--- src/rtl/bbt_pkg.sv ---
// ----------------------------------------------------------------------------
// bbt_pkg: shared types and constants of the block buffer tracker
// Entry layout, request and status codes, sequencer states and the
// request structures that pass between the controller and the entry store.
// ----------------------------------------------------------------------------
package bbt_pkg;

	localparam int ENTRIES    = 64;
	localparam int BLOCK_BITS = 15;
	localparam int PIN_BITS   = 8;
	localparam int IDX_BITS   = (ENTRIES > 1) ? $clog2(ENTRIES) : 1;
	localparam int SLOT_BITS  = 6;
	localparam int STAT_BITS  = 3;

	localparam logic [PIN_BITS-1:0] PIN_MAX = {PIN_BITS{1'b1}};
	localparam logic [IDX_BITS-1:0] IDX_LAST = IDX_BITS'(ENTRIES - 1);

	typedef enum logic [1:0] {
		OP_ACQUIRE   = 2'd0,
		OP_UNPIN     = 2'd1,
		OP_MARK_DIRTY = 2'd2,
		OP_WRITE_BACK = 2'd3
	} op_t;

	typedef enum logic [STAT_BITS-1:0] {
		STATUS_OK       = 3'd0,
		STATUS_ABSENT   = 3'd1,
		STATUS_FULL     = 3'd2,
		STATUS_UNDERFLOW = 3'd3,
		STATUS_OVERFLOW = 3'd4
	} status_t;

	typedef enum logic [1:0] {
		ST_IDLE,
		ST_SCAN,
		ST_DRAIN,
		ST_EXEC
	} state_t;

	typedef struct packed {
		logic                  dirty;
		logic [PIN_BITS-1:0]   pins;
		logic [BLOCK_BITS-1:0] block;
	} entry_t;

	typedef struct packed {
		logic                rd_en;
		logic [IDX_BITS-1:0] rd_addr;
		logic                wr_en;
		logic [IDX_BITS-1:0] wr_addr;
		entry_t              wr_data;
		logic                vld_wr_en;
		logic                vld_wr_val;
	} store_req_t;

	typedef struct packed {
		logic   valid;
		entry_t data;
	} store_rsp_t;

endpackage

--- src/rtl/block_buffer_tracker_core.sv ---
// ----------------------------------------------------------------------------
// block_buffer_tracker_core: tag, pin and dirty tracker of a block buffer pool
// Requests (acquire, unpin, mark dirty, write back) name a disk block; each
// yields one result with status, slot, pin count and fill/flush/release flags.
//
// Input channel: in_valid/in_stall with op, block_number, pin_request.
// Output channel: out_valid/out_stall with status, hit, slot, need_fill,
// need_flush, released, pins_after.
// One transaction at a time: in_stall is high from the accept until the
// result is loaded into the output register. Each request walks all 64
// entries through one tag compare against a registered memory read, so the
// tracker takes no new request until the entry scan and the entry update of
// the one before are through.
// If the receiver stalls, the result holds in the output register and the
// tracker waits in its final step before updating the entry.
// Reset clears all valid bits at once; no clearing pass is needed and the
// block accepts a transaction as soon as reset is released.
// ----------------------------------------------------------------------------
module block_buffer_tracker_core (
	input  logic                                clk,
	input  logic                                arst_n,
	input  logic                                in_valid,
	output logic                                in_stall,
	input  logic [1:0]                          op,
	input  logic [bbt_pkg::BLOCK_BITS-1:0]      block_number,
	input  logic                                pin_request,
	output logic                                out_valid,
	input  logic                                out_stall,
	output logic [bbt_pkg::STAT_BITS-1:0]       status,
	output logic                                hit,
	output logic [bbt_pkg::SLOT_BITS-1:0]       slot,
	output logic                                need_fill,
	output logic                                need_flush,
	output logic                                released,
	output logic [bbt_pkg::PIN_BITS-1:0]        pins_after
);

	bbt_pkg::store_req_t st_req;
	bbt_pkg::store_rsp_t st_rsp;

	bbt_ctrl u_ctrl (
		.clk          (clk),
		.arst_n       (arst_n),
		.in_valid     (in_valid),
		.in_stall     (in_stall),
		.op           (op),
		.block_number (block_number),
		.pin_request  (pin_request),
		.out_valid    (out_valid),
		.out_stall    (out_stall),
		.status       (status),
		.hit          (hit),
		.slot         (slot),
		.need_fill    (need_fill),
		.need_flush   (need_flush),
		.released     (released),
		.pins_after   (pins_after),
		.st_req       (st_req),
		.st_rsp       (st_rsp)
	);

	bbt_store u_store (
		.clk    (clk),
		.arst_n (arst_n),
		.req    (st_req),
		.rsp    (st_rsp)
	);

endmodule

--- src/rtl/bbt_store.sv ---
// ----------------------------------------------------------------------------
// bbt_store: entry storage of the block buffer tracker
// Block number, pin count and dirty bit live in a memory with separate read
// and write addresses and a registered read; the per-entry valid bits are
// flip-flops cleared by reset.
// ----------------------------------------------------------------------------
module bbt_store (
	input  logic                clk,
	input  logic                arst_n,
	input  bbt_pkg::store_req_t req,
	output bbt_pkg::store_rsp_t rsp
);

	bbt_pkg::entry_t                 mem [bbt_pkg::ENTRIES];
	logic [bbt_pkg::ENTRIES-1:0]     valid_q;
	bbt_pkg::entry_t                 rd_data_q;
	logic                            rd_valid_q;

	always_ff @(posedge clk) begin
		if (req.wr_en) begin
			mem[req.wr_addr] <= req.wr_data;
		end
		if (req.rd_en) begin
			rd_data_q <= mem[req.rd_addr];
		end
	end

	always_ff @(posedge clk or negedge arst_n) begin
		if (!arst_n) begin
			valid_q    <= '0;
			rd_valid_q <= 1'b0;
		end else begin
			if (req.vld_wr_en) begin
				valid_q[req.wr_addr] <= req.vld_wr_val;
			end
			if (req.rd_en) begin
				rd_valid_q <= valid_q[req.rd_addr];
			end
		end
	end

	assign rsp.valid = rd_valid_q;
	assign rsp.data  = rd_data_q;

endmodule

--- src/rtl/bbt_ctrl.sv ---
// ----------------------------------------------------------------------------
// bbt_ctrl: scan sequencer and update unit of the block buffer tracker
// Walks every entry through one tag compare, remembers the matching entry and
// the lowest free entry, then applies the request and loads the result register.
// ----------------------------------------------------------------------------
module bbt_ctrl (
	input  logic                                clk,
	input  logic                                arst_n,
	input  logic                                in_valid,
	output logic                                in_stall,
	input  logic [1:0]                          op,
	input  logic [bbt_pkg::BLOCK_BITS-1:0]      block_number,
	input  logic                                pin_request,
	output logic                                out_valid,
	input  logic                                out_stall,
	output logic [bbt_pkg::STAT_BITS-1:0]       status,
	output logic                                hit,
	output logic [bbt_pkg::SLOT_BITS-1:0]       slot,
	output logic                                need_fill,
	output logic                                need_flush,
	output logic                                released,
	output logic [bbt_pkg::PIN_BITS-1:0]        pins_after,
	output bbt_pkg::store_req_t                 st_req,
	input  bbt_pkg::store_rsp_t                 st_rsp
);

	bbt_pkg::state_t                   state_q;
	bbt_pkg::state_t                   state_d;
	bbt_pkg::op_t                      op_q;
	logic [bbt_pkg::BLOCK_BITS-1:0]    blk_q;
	logic                              preq_q;
	logic [bbt_pkg::IDX_BITS-1:0]      cnt_q;
	logic                              rd_pend_s1;
	logic [bbt_pkg::IDX_BITS-1:0]      rd_idx_s1;
	logic                              found_q;
	logic [bbt_pkg::IDX_BITS-1:0]      hit_idx_q;
	bbt_pkg::entry_t                   hit_ent_q;
	logic                              free_found_q;
	logic [bbt_pkg::IDX_BITS-1:0]      free_idx_q;

	logic                              out_valid_q;
	logic [bbt_pkg::STAT_BITS-1:0]     status_q;
	logic                              hit_q;
	logic [bbt_pkg::SLOT_BITS-1:0]     slot_q;
	logic                              fill_q;
	logic                              flush_q;
	logic                              rel_q;
	logic [bbt_pkg::PIN_BITS-1:0]      pins_q;

	logic                              accept;
	logic                              out_free;
	logic                              fire;
	logic                              match;
	logic [bbt_pkg::PIN_BITS:0]        pin_sum;

	bbt_pkg::status_t                  r_status;
	logic                              r_hit;
	logic [bbt_pkg::IDX_BITS-1:0]      r_idx;
	logic                              r_fill;
	logic                              r_flush;
	logic                              r_rel;
	logic [bbt_pkg::PIN_BITS-1:0]      r_pins;
	logic                              r_wr;
	bbt_pkg::entry_t                   r_ent;
	logic                              r_vld_wr;
	logic                              r_vld_val;

	assign in_stall = (state_q != bbt_pkg::ST_IDLE);
	assign accept   = in_valid && (state_q == bbt_pkg::ST_IDLE);
	assign out_free = !out_valid_q || !out_stall;
	assign fire     = (state_q == bbt_pkg::ST_EXEC) && out_free;
	assign match    = rd_pend_s1 && st_rsp.valid && (st_rsp.data.block == blk_q);
	assign pin_sum  = {1'b0, hit_ent_q.pins} + {{bbt_pkg::PIN_BITS{1'b0}}, preq_q};

	always_comb begin
		state_d = state_q;
		case (state_q)
			bbt_pkg::ST_IDLE: begin
				if (accept) begin
					state_d = bbt_pkg::ST_SCAN;
				end
			end
			bbt_pkg::ST_SCAN: begin
				if (cnt_q == bbt_pkg::IDX_LAST) begin
					state_d = bbt_pkg::ST_DRAIN;
				end
			end
			bbt_pkg::ST_DRAIN: begin
				state_d = bbt_pkg::ST_EXEC;
			end
			bbt_pkg::ST_EXEC: begin
				if (out_free) begin
					state_d = bbt_pkg::ST_IDLE;
				end
			end
			default: begin
				state_d = bbt_pkg::ST_IDLE;
			end
		endcase
	end

	always_comb begin
		r_status  = bbt_pkg::STATUS_OK;
		r_hit     = 1'b0;
		r_idx     = '0;
		r_fill    = 1'b0;
		r_flush   = 1'b0;
		r_rel     = 1'b0;
		r_pins    = '0;
		r_wr      = 1'b0;
		r_ent     = hit_ent_q;
		r_vld_wr  = 1'b0;
		r_vld_val = 1'b0;
		if (op_q == bbt_pkg::OP_ACQUIRE) begin
			if (found_q) begin
				r_hit = 1'b1;
				r_idx = hit_idx_q;
				r_wr  = 1'b1;
				if (pin_sum[bbt_pkg::PIN_BITS]) begin
					r_ent.pins = bbt_pkg::PIN_MAX;
					r_status   = bbt_pkg::STATUS_OVERFLOW;
				end else begin
					r_ent.pins = pin_sum[bbt_pkg::PIN_BITS-1:0];
				end
				r_pins = r_ent.pins;
			end else if (free_found_q) begin
				r_idx       = free_idx_q;
				r_wr        = 1'b1;
				r_ent.block = blk_q;
				r_ent.pins  = bbt_pkg::PIN_BITS'(preq_q);
				r_ent.dirty = 1'b0;
				r_vld_wr    = 1'b1;
				r_vld_val   = 1'b1;
				r_fill      = 1'b1;
				r_pins      = r_ent.pins;
			end else begin
				r_status = bbt_pkg::STATUS_FULL;
			end
		end else if (!found_q) begin
			r_status = bbt_pkg::STATUS_ABSENT;
		end else begin
			r_hit = 1'b1;
			r_idx = hit_idx_q;
			case (op_q)
				bbt_pkg::OP_UNPIN: begin
					if (hit_ent_q.pins == '0) begin
						r_status = bbt_pkg::STATUS_UNDERFLOW;
					end else begin
						r_wr       = 1'b1;
						r_ent.pins = hit_ent_q.pins - bbt_pkg::PIN_BITS'(1);
					end
				end
				bbt_pkg::OP_MARK_DIRTY: begin
					r_wr        = 1'b1;
					r_ent.dirty = 1'b1;
				end
				bbt_pkg::OP_WRITE_BACK: begin
					r_flush = hit_ent_q.dirty;
					if (hit_ent_q.pins == '0) begin
						r_vld_wr  = 1'b1;
						r_vld_val = 1'b0;
						r_rel     = 1'b1;
					end
				end
				default: begin
					r_wr = 1'b0;
				end
			endcase
			r_pins = r_ent.pins;
		end
	end

	always_comb begin
		st_req            = '0;
		st_req.rd_en      = (state_q == bbt_pkg::ST_SCAN);
		st_req.rd_addr    = cnt_q;
		st_req.wr_addr    = r_idx;
		st_req.wr_data    = r_ent;
		st_req.wr_en      = fire && r_wr;
		st_req.vld_wr_en  = fire && r_vld_wr;
		st_req.vld_wr_val = r_vld_val;
	end

	always_ff @(posedge clk or negedge arst_n) begin
		if (!arst_n) begin
			state_q      <= bbt_pkg::ST_IDLE;
			cnt_q        <= '0;
			rd_pend_s1   <= 1'b0;
			found_q      <= 1'b0;
			free_found_q <= 1'b0;
			out_valid_q  <= 1'b0;
		end else begin
			state_q    <= state_d;
			rd_pend_s1 <= (state_q == bbt_pkg::ST_SCAN);
			if (accept) begin
				cnt_q        <= '0;
				found_q      <= 1'b0;
				free_found_q <= 1'b0;
			end else if (state_q == bbt_pkg::ST_SCAN) begin
				cnt_q <= cnt_q + bbt_pkg::IDX_BITS'(1);
			end
			if (match && !found_q) begin
				found_q <= 1'b1;
			end
			if (rd_pend_s1 && !st_rsp.valid && !free_found_q) begin
				free_found_q <= 1'b1;
			end
			if (fire) begin
				out_valid_q <= 1'b1;
			end else if (!out_stall) begin
				out_valid_q <= 1'b0;
			end
		end
	end

	always_ff @(posedge clk) begin
		rd_idx_s1 <= cnt_q;
		if (accept) begin
			op_q   <= bbt_pkg::op_t'(op);
			blk_q  <= block_number;
			preq_q <= pin_request;
		end
		if (match && !found_q) begin
			hit_idx_q <= rd_idx_s1;
			hit_ent_q <= st_rsp.data;
		end
		if (rd_pend_s1 && !st_rsp.valid && !free_found_q) begin
			free_idx_q <= rd_idx_s1;
		end
		if (fire) begin
			status_q <= r_status;
			hit_q    <= r_hit;
			slot_q   <= bbt_pkg::SLOT_BITS'(r_idx);
			fill_q   <= r_fill;
			flush_q  <= r_flush;
			rel_q    <= r_rel;
			pins_q   <= r_pins;
		end
	end

	assign out_valid  = out_valid_q;
	assign status     = status_q;
	assign hit        = hit_q;
	assign slot       = slot_q;
	assign need_fill  = fill_q;
	assign need_flush = flush_q;
	assign released   = rel_q;
	assign pins_after = pins_q;

endmodule
--- config.mk ---
export PLATFORM = sky130hd
export DESIGN_NAME = block_buffer_tracker_core
export DESIGN_NICKNAME = d
export VERILOG_FILES = /design/src/rtl/bbt_pkg.sv /design/src/rtl/block_buffer_tracker_core.sv /design/src/rtl/bbt_store.sv /design/src/rtl/bbt_ctrl.sv
export SDC_FILE = /design/constraint.sdc
export NUM_CORES = 2
export LEC_CHECK = 0
export BUFFER_PORTS_ARGS = -buffer_cell sky130_fd_sc_hd__buf_2
export CAP_MARGIN = 20
export CORE_ASPECT_RATIO = 0.5
export CORE_MARGIN = 2
export CORE_UTILIZATION = 40
export DETAILED_ROUTE_END_ITERATION = 10
export PLACE_DENSITY = 0.67
export SYNTH_ARGS = -nofsm -noshare
export SYNTH_HDL_FRONTEND = slang
export SYNTH_HIERARCHICAL = 1
export SYNTH_SLANG_ARGS = --single-unit
--- constraint.sdc ---
create_clock -name clk -period 7.3 [get_ports clk]
set_clock_uncertainty 0.2 [all_clocks]
set_input_delay 0 -clock clk [delete_from_list [all_inputs] [get_ports clk]]
set_output_delay 0 -clock clk [all_outputs]
set_load 0.01 [all_outputs]
-- After elaboration in Yosys (flattened, before gate mapping)
Memory sizes are Yosys's and may differ from the RTL's. A register that Yosys moved wholly into a read port is not among the register bits.
Cells that the tools add are included.
- multipliers: 0
- $add $sub $neg: 3
- shift operators: 0
- reductions and logical operators: 25
- bitwise gates (word level): 2
- muxes and demuxes: 57
- magnitude comparators: 3
- equality and inequality tests: 12
- div/mod/pow operators: 0
- operators with widths (operator ; count):
    64-bit bitwise mux ; 1
    8-bit 2-to-1 mux ; 7
    6-bit 2-to-1 mux ; 6
    15-bit 2-to-1 mux ; 2
    1-bit 2-to-1 mux ; 24
    24-bit 2-to-1 mux ; 1
    9-bit 2-to-1 mux ; 2
    15-bit == test ; 1
    3-bit 2-to-1 mux ; 5
    6-bit by 7-bit < comparator with 1-bit output (second input constant) ; 2
    1-bit logical AND ; 10
    2-bit 2-to-1 mux ; 5
    8-bit by 1-bit adder with 9-bit output ; 1
    2-bit == test (second input constant) ; 4
    8-bit logical NOT ; 1
    2-bit by 1-bit inequality test with 1-bit output (second input constant) ; 4
    2-bit case mux with 4 select lines ; 1
    2-bit nonzero test ; 4
    8-bit by 1-bit subtractor with 8-bit output (second input constant) ; 1
    6-bit by 1-bit adder with 6-bit output (second input constant) ; 1
    1-bit binary-select mux with 6-bit select ; 1
    1-bit demux with 6-bit select ; 1
    6-bit == test (second input constant) ; 1
    6-bit by 1-bit greater-or-equal comparator with 1-bit output (second input constant) ; 1
    8 further kinds ; 15
- latch bits: 0
- word-level logic and storage cells: 127
- memories kept: 1
- output and inout bits: 23
- memory bits (writable): 1536
- bits of input ports: 22
- bits in registers: 158
- bits in read-only memories: 0
- memories (memory ; depth ; width ; rd ports ; clocked after Yosys merged registers in ; wr ports ; RTL line ; source):
    u_store.mem ; 64 ; 24 ; 1 ; 1 ; 1 ; bbt_store.sv:14 ; bbt_pkg::entry_t mem [bbt_pkg::ENTRIES];

-- Longest topological paths before layout
- word-level depth: 8
- gate-level depth with buffers: 13
- depth with buffers taken out: 10

-- Cells and area by module
The synthesis kept the hierarchy.
- by module, submodules not included (module ; cells an instance ; instances ; area an instance (um^2) ; seq. area each (um^2)):
    bbt_store ; 2619 ; 1 ; 62369.8 ; 48471.5
    bbt_ctrl ; 355 ; 1 ; 4296.6 ; 2672.6

-- Least setup slack after synthesis
OpenSTA, ideal clock, no wires.
- kind: reg2reg
- start point: reg u_ctrl.op_q[0]
- end point: mem u_store/mem[0][22] (netlist name), data pin
- cell stages (with the launch flop): 8
- data required time: 6.371 ns
- setup time: 0.729 ns
- setup slack: 2.348 ns
- path buffers: 2
- arrival: 4.023 ns
- period minus slack after synthesis: 4.952 ns
- path through: edfxtp_1 inv_1 ha_1 buf_2 and2_1 clkbuf_1 nor2_1 o32ai_1
- RTL lines (element ; RTL line ; source):
    from (decl) ; bbt_ctrl.sv:29 ; bbt_pkg::op_t op_q;
    from (signal assigned) ; bbt_ctrl.sv:219 ; op_q <= bbt_pkg::op_t'(op);
    to (decl) ; bbt_store.sv:14 ;

==> impl_metrics.py <==
metrics = {
    "run_status": {
        "outcome": "finished clean",
    },
    "timing": {
        "post-route-period-util_pct": 70.0,
        "relSlewSlack_pct": 28.7,
        "max_freq_mhz": 196,
        "period_minus_slack_ns": 5.11,
        "hold_viol": 0,
        "slew_viol_final": 0,
        "rsz0062_at_grt": "no",
        "worst_pin_slew_ns": 1.07,
        "finalSetupViolCount": 0,
        "tns_ns": 0,
    },
    "grt": {
        "grt_antenna_before_repair": 11,
        "grt_first_pass_wirelength_mm": 228,
        "first_global_vias": 30900,
        "grt_usage_pct": 18.9,
        "grt_max_degree": 120,
        "overflow": 0,
    },
    "worst_hold_path": {
        "hold_path.class": "in -> reg",
        "hold_depth": 4,
    },
    "critical_path": {
        "reg2reg_depth": 9,
        "cp.required_ns": 7.49,
        "arrival_ns": 5.30,
        "path_class": "reg -> reg",
        "crit_path_end_kind": "register",
        "startpoint_type": "register",
        "worstPathMaxFanout": 36,
    },
    "placement": {
        "gp_congestion": 0.911,
        "io_buffers": 44,
        "hpwl_mm": 95.5,
    },
    "logic_synthesis": {
        "syn_inst": 2974,
        "synth.most_common_cell": "edfxtp_1",
        "synth-main-ff-cell": "edfxtp_1",
        "syn_area_um2": 66700,
        "ys_seq_area_share_pct": 76.7,
        "ys_warn_count": 6,
        "synthArstFlopShare_pct": 4.48,
        "synthTopCellsByCount": "edfxtp_1, mux4_2, nor2_1, nand2_1, clkbuf_1",
        "synthDistinctLibCells": 62,
        "ys_seq_elements": 1718,
        "synth_top_area_cell": "edfxtp_1",
        "synthDominantCellAreaShare_pct": 73.6,
        "syn_nets": 3010,
        "synth_edf_count": 1635,
        "syn_area_per_cell_um2": 22.4,
        "synth_area_leaders": "edfxtp_1, mux4_2, dfrtp_1, mux2_2, nor2_1",
    },
    "clock_tree": {
        "cts_root_buf": "clkbuf_16",
        "cts_resized": 0,
        "numCtsBuffers": 158,
        "clock_latency_ns": 0.78,
        "path_clk_slew_ns": 0.06,
        "clockBufferDepth": 3,
        "h-tree-depth": 4,
        "cts_num_sinks": 1718,
        "cts_tree": "yes",
    },
    "floorplanning": {
        "core_area_um2": 165000,
        "die_height_um": 293,
        "die_width_um": 581,
        "die_area_um2": 170000,
        "initial_core_util_pct": 40.5,
        "rows": 105,
        "io_pins": 45,
    },
    "final_layout": {
        "regArea_um2": 51200,
        "drive_gt1_share_pct": 31.2,
        "multi_input_area_um2": 15300,
        "syn2layout_area_growth_pct": 13.8,
        "final_util_pct": 46.1,
        "num-fill-cells": 13400,
        "nets": 3172,
    },
    "route": {
        "routedWlPerCell_um": 29.6,
        "firstDrtPassIters": 7,
        "drc_errors": 0,
        "via_per_inst": 5.78,
        "drt-initial-drc-count": 4325,
        "drtAntennaViolNets": 0,
        "wl_mm": 162,
        "vias": 31600,
    },
    "power": {
        "p_total_w": 0.0256,
        "power_density_nw_per_um2": 337,
        "peakVddDrop_mv": 0.311,
        "p_leak_nw": 23.5,
    },
    "flow_run": {
        "maxCapViolCount": 0,
    },
}
==> final timing paths <==
kind	from	end	slack, ns
worst max register to register	u_ctrl/op_q[1]$_DFFE_PP_	u_store/mem[48][6]$_DFFE_PP_	2.19
min in group asynchronous	arst_n	u_store/valid_q[8]$_DFFE_PN0P_	0.60
worst min-delay path	in_valid	u_ctrl/free_found_q$_DFFE_PN0P_	0.1
max in group asynchronous	arst_n	u_ctrl/cnt_q[0]$_DFFE_PN0P_	5.54
worst max-delay path	u_ctrl/op_q[1]$_DFFE_PP_	u_store/mem[48][6]$_DFFE_PP_	2.19
worst min register to register	u_store/rsp[18]$_DFFE_PP_	u_ctrl/hit_ent_q[18]$_DFFE_PP_	0.21
==> stage by stage <==
step	instance area [um2]	worst slack, ns	std cells	hold WS, ns
after floorplan	66700	2.35	2974	-0.496
after global placement	70100	2.33	5120	-0.361
after detailed placement	70200	2.21	5124	-0.362
after CTS	75800	2.21	5457	0.0239
after global routing	75900	1.98	5459	0.101
final	75900	2.19	5463	0.0962
==> cell families after synthesis <==
kind of cell	after synthesis	share of synthesized area [%]
mux	577	18.0
flops	1718	76.7
xor+xnor	21	0.276
simple gates	348	2.39
fa+ha+maj	14	0.263
buf+inv	178	1.16
compound gates	118	1.23
==> power by group <==
group	total, W	internal, W	switching, W	leakage (nW)
sequential	0.0115	0.0112	0.000276	15.9
combinational	0.00569	0.00244	0.00326	5.07
clock	0.00835	0.00475	0.00360	2.55
total	0.0256	0.0184	0.00713	23.5
==> worst max-delay path, cell delays in order (launching register included) <==
cell	delay, ns
edfxtp_1	0.42
inv_1	0.11
ha_1	0.37
nand2_1	0.13
or2_2	0.46
inv_2	0.52
a22o_1	0.48
nor2b_1	0.24
nand3_1	0.76
nor2_4	0.99
==> cells in the final DEF, fill, tap and decap left out, drive strengths merged, types with 37 or more instances in the layout <==
cell and n:
edfxtp 1635, mux4 489, clkbuf 189, nor2 137, buf 124, nand2 115
dfrtp 77, clkinv 69, mux2 65, dlygate4sd3 43, o22ai 37
==> layer usage <==
| layer | wire, um | part of all wire (%) | up-vias | GRT usage (%) |
|---|---|---|---|---|
| li1 | - | - | 12800 | - |
| met1 | 63500 | 39 | 17100 | 25.9 |
| met2 | 76800 | 48 | 1429 | 29.5 |
| met3 | 16800 | 10 | 251 | 5.06 |
| met4 | 4410 | 2.7 | 8 | 5.93 |
| met5 | 47 | 0.029 | - | 0 |
==> timing repair <==
| action | CTS | global route |
|---|---|---|
| hold buffers | 43 | 0 |
| hold endpoints to repair | 121 | 0 |
| buffers inserted | 0 | 0 |
==> sequential cells by signal (all words and copies together) (netlist names), 2 cells and up <==
name,count
u_ctrl/hit_idx_q,6
u_ctrl/free_idx_q,6
u_ctrl/rd_idx_s1,6
u_ctrl/slot,6
u_ctrl/cnt_q,6
u_store/mem,1536
u_ctrl/state_q,2
u_ctrl/blk_q,15
u_ctrl/hit_ent_q,24
u_ctrl/pins_after,8
u_store/rsp,24
u_ctrl/op_q,2
u_ctrl/status,3
u_store/valid_q,64
==> area by class of cell <==
type	instances	share of cell area, %
multi-input cells	1078	20.1
clock inverters	101	1.43
well taps	2193	3.62
clock buffers	189	5.46
flip-flops and latches	1718	67.4
repair buffers	167	1.87
diodes	4	0.0132
inverters	13	0.0643
(Power assumes the default switching activity.)
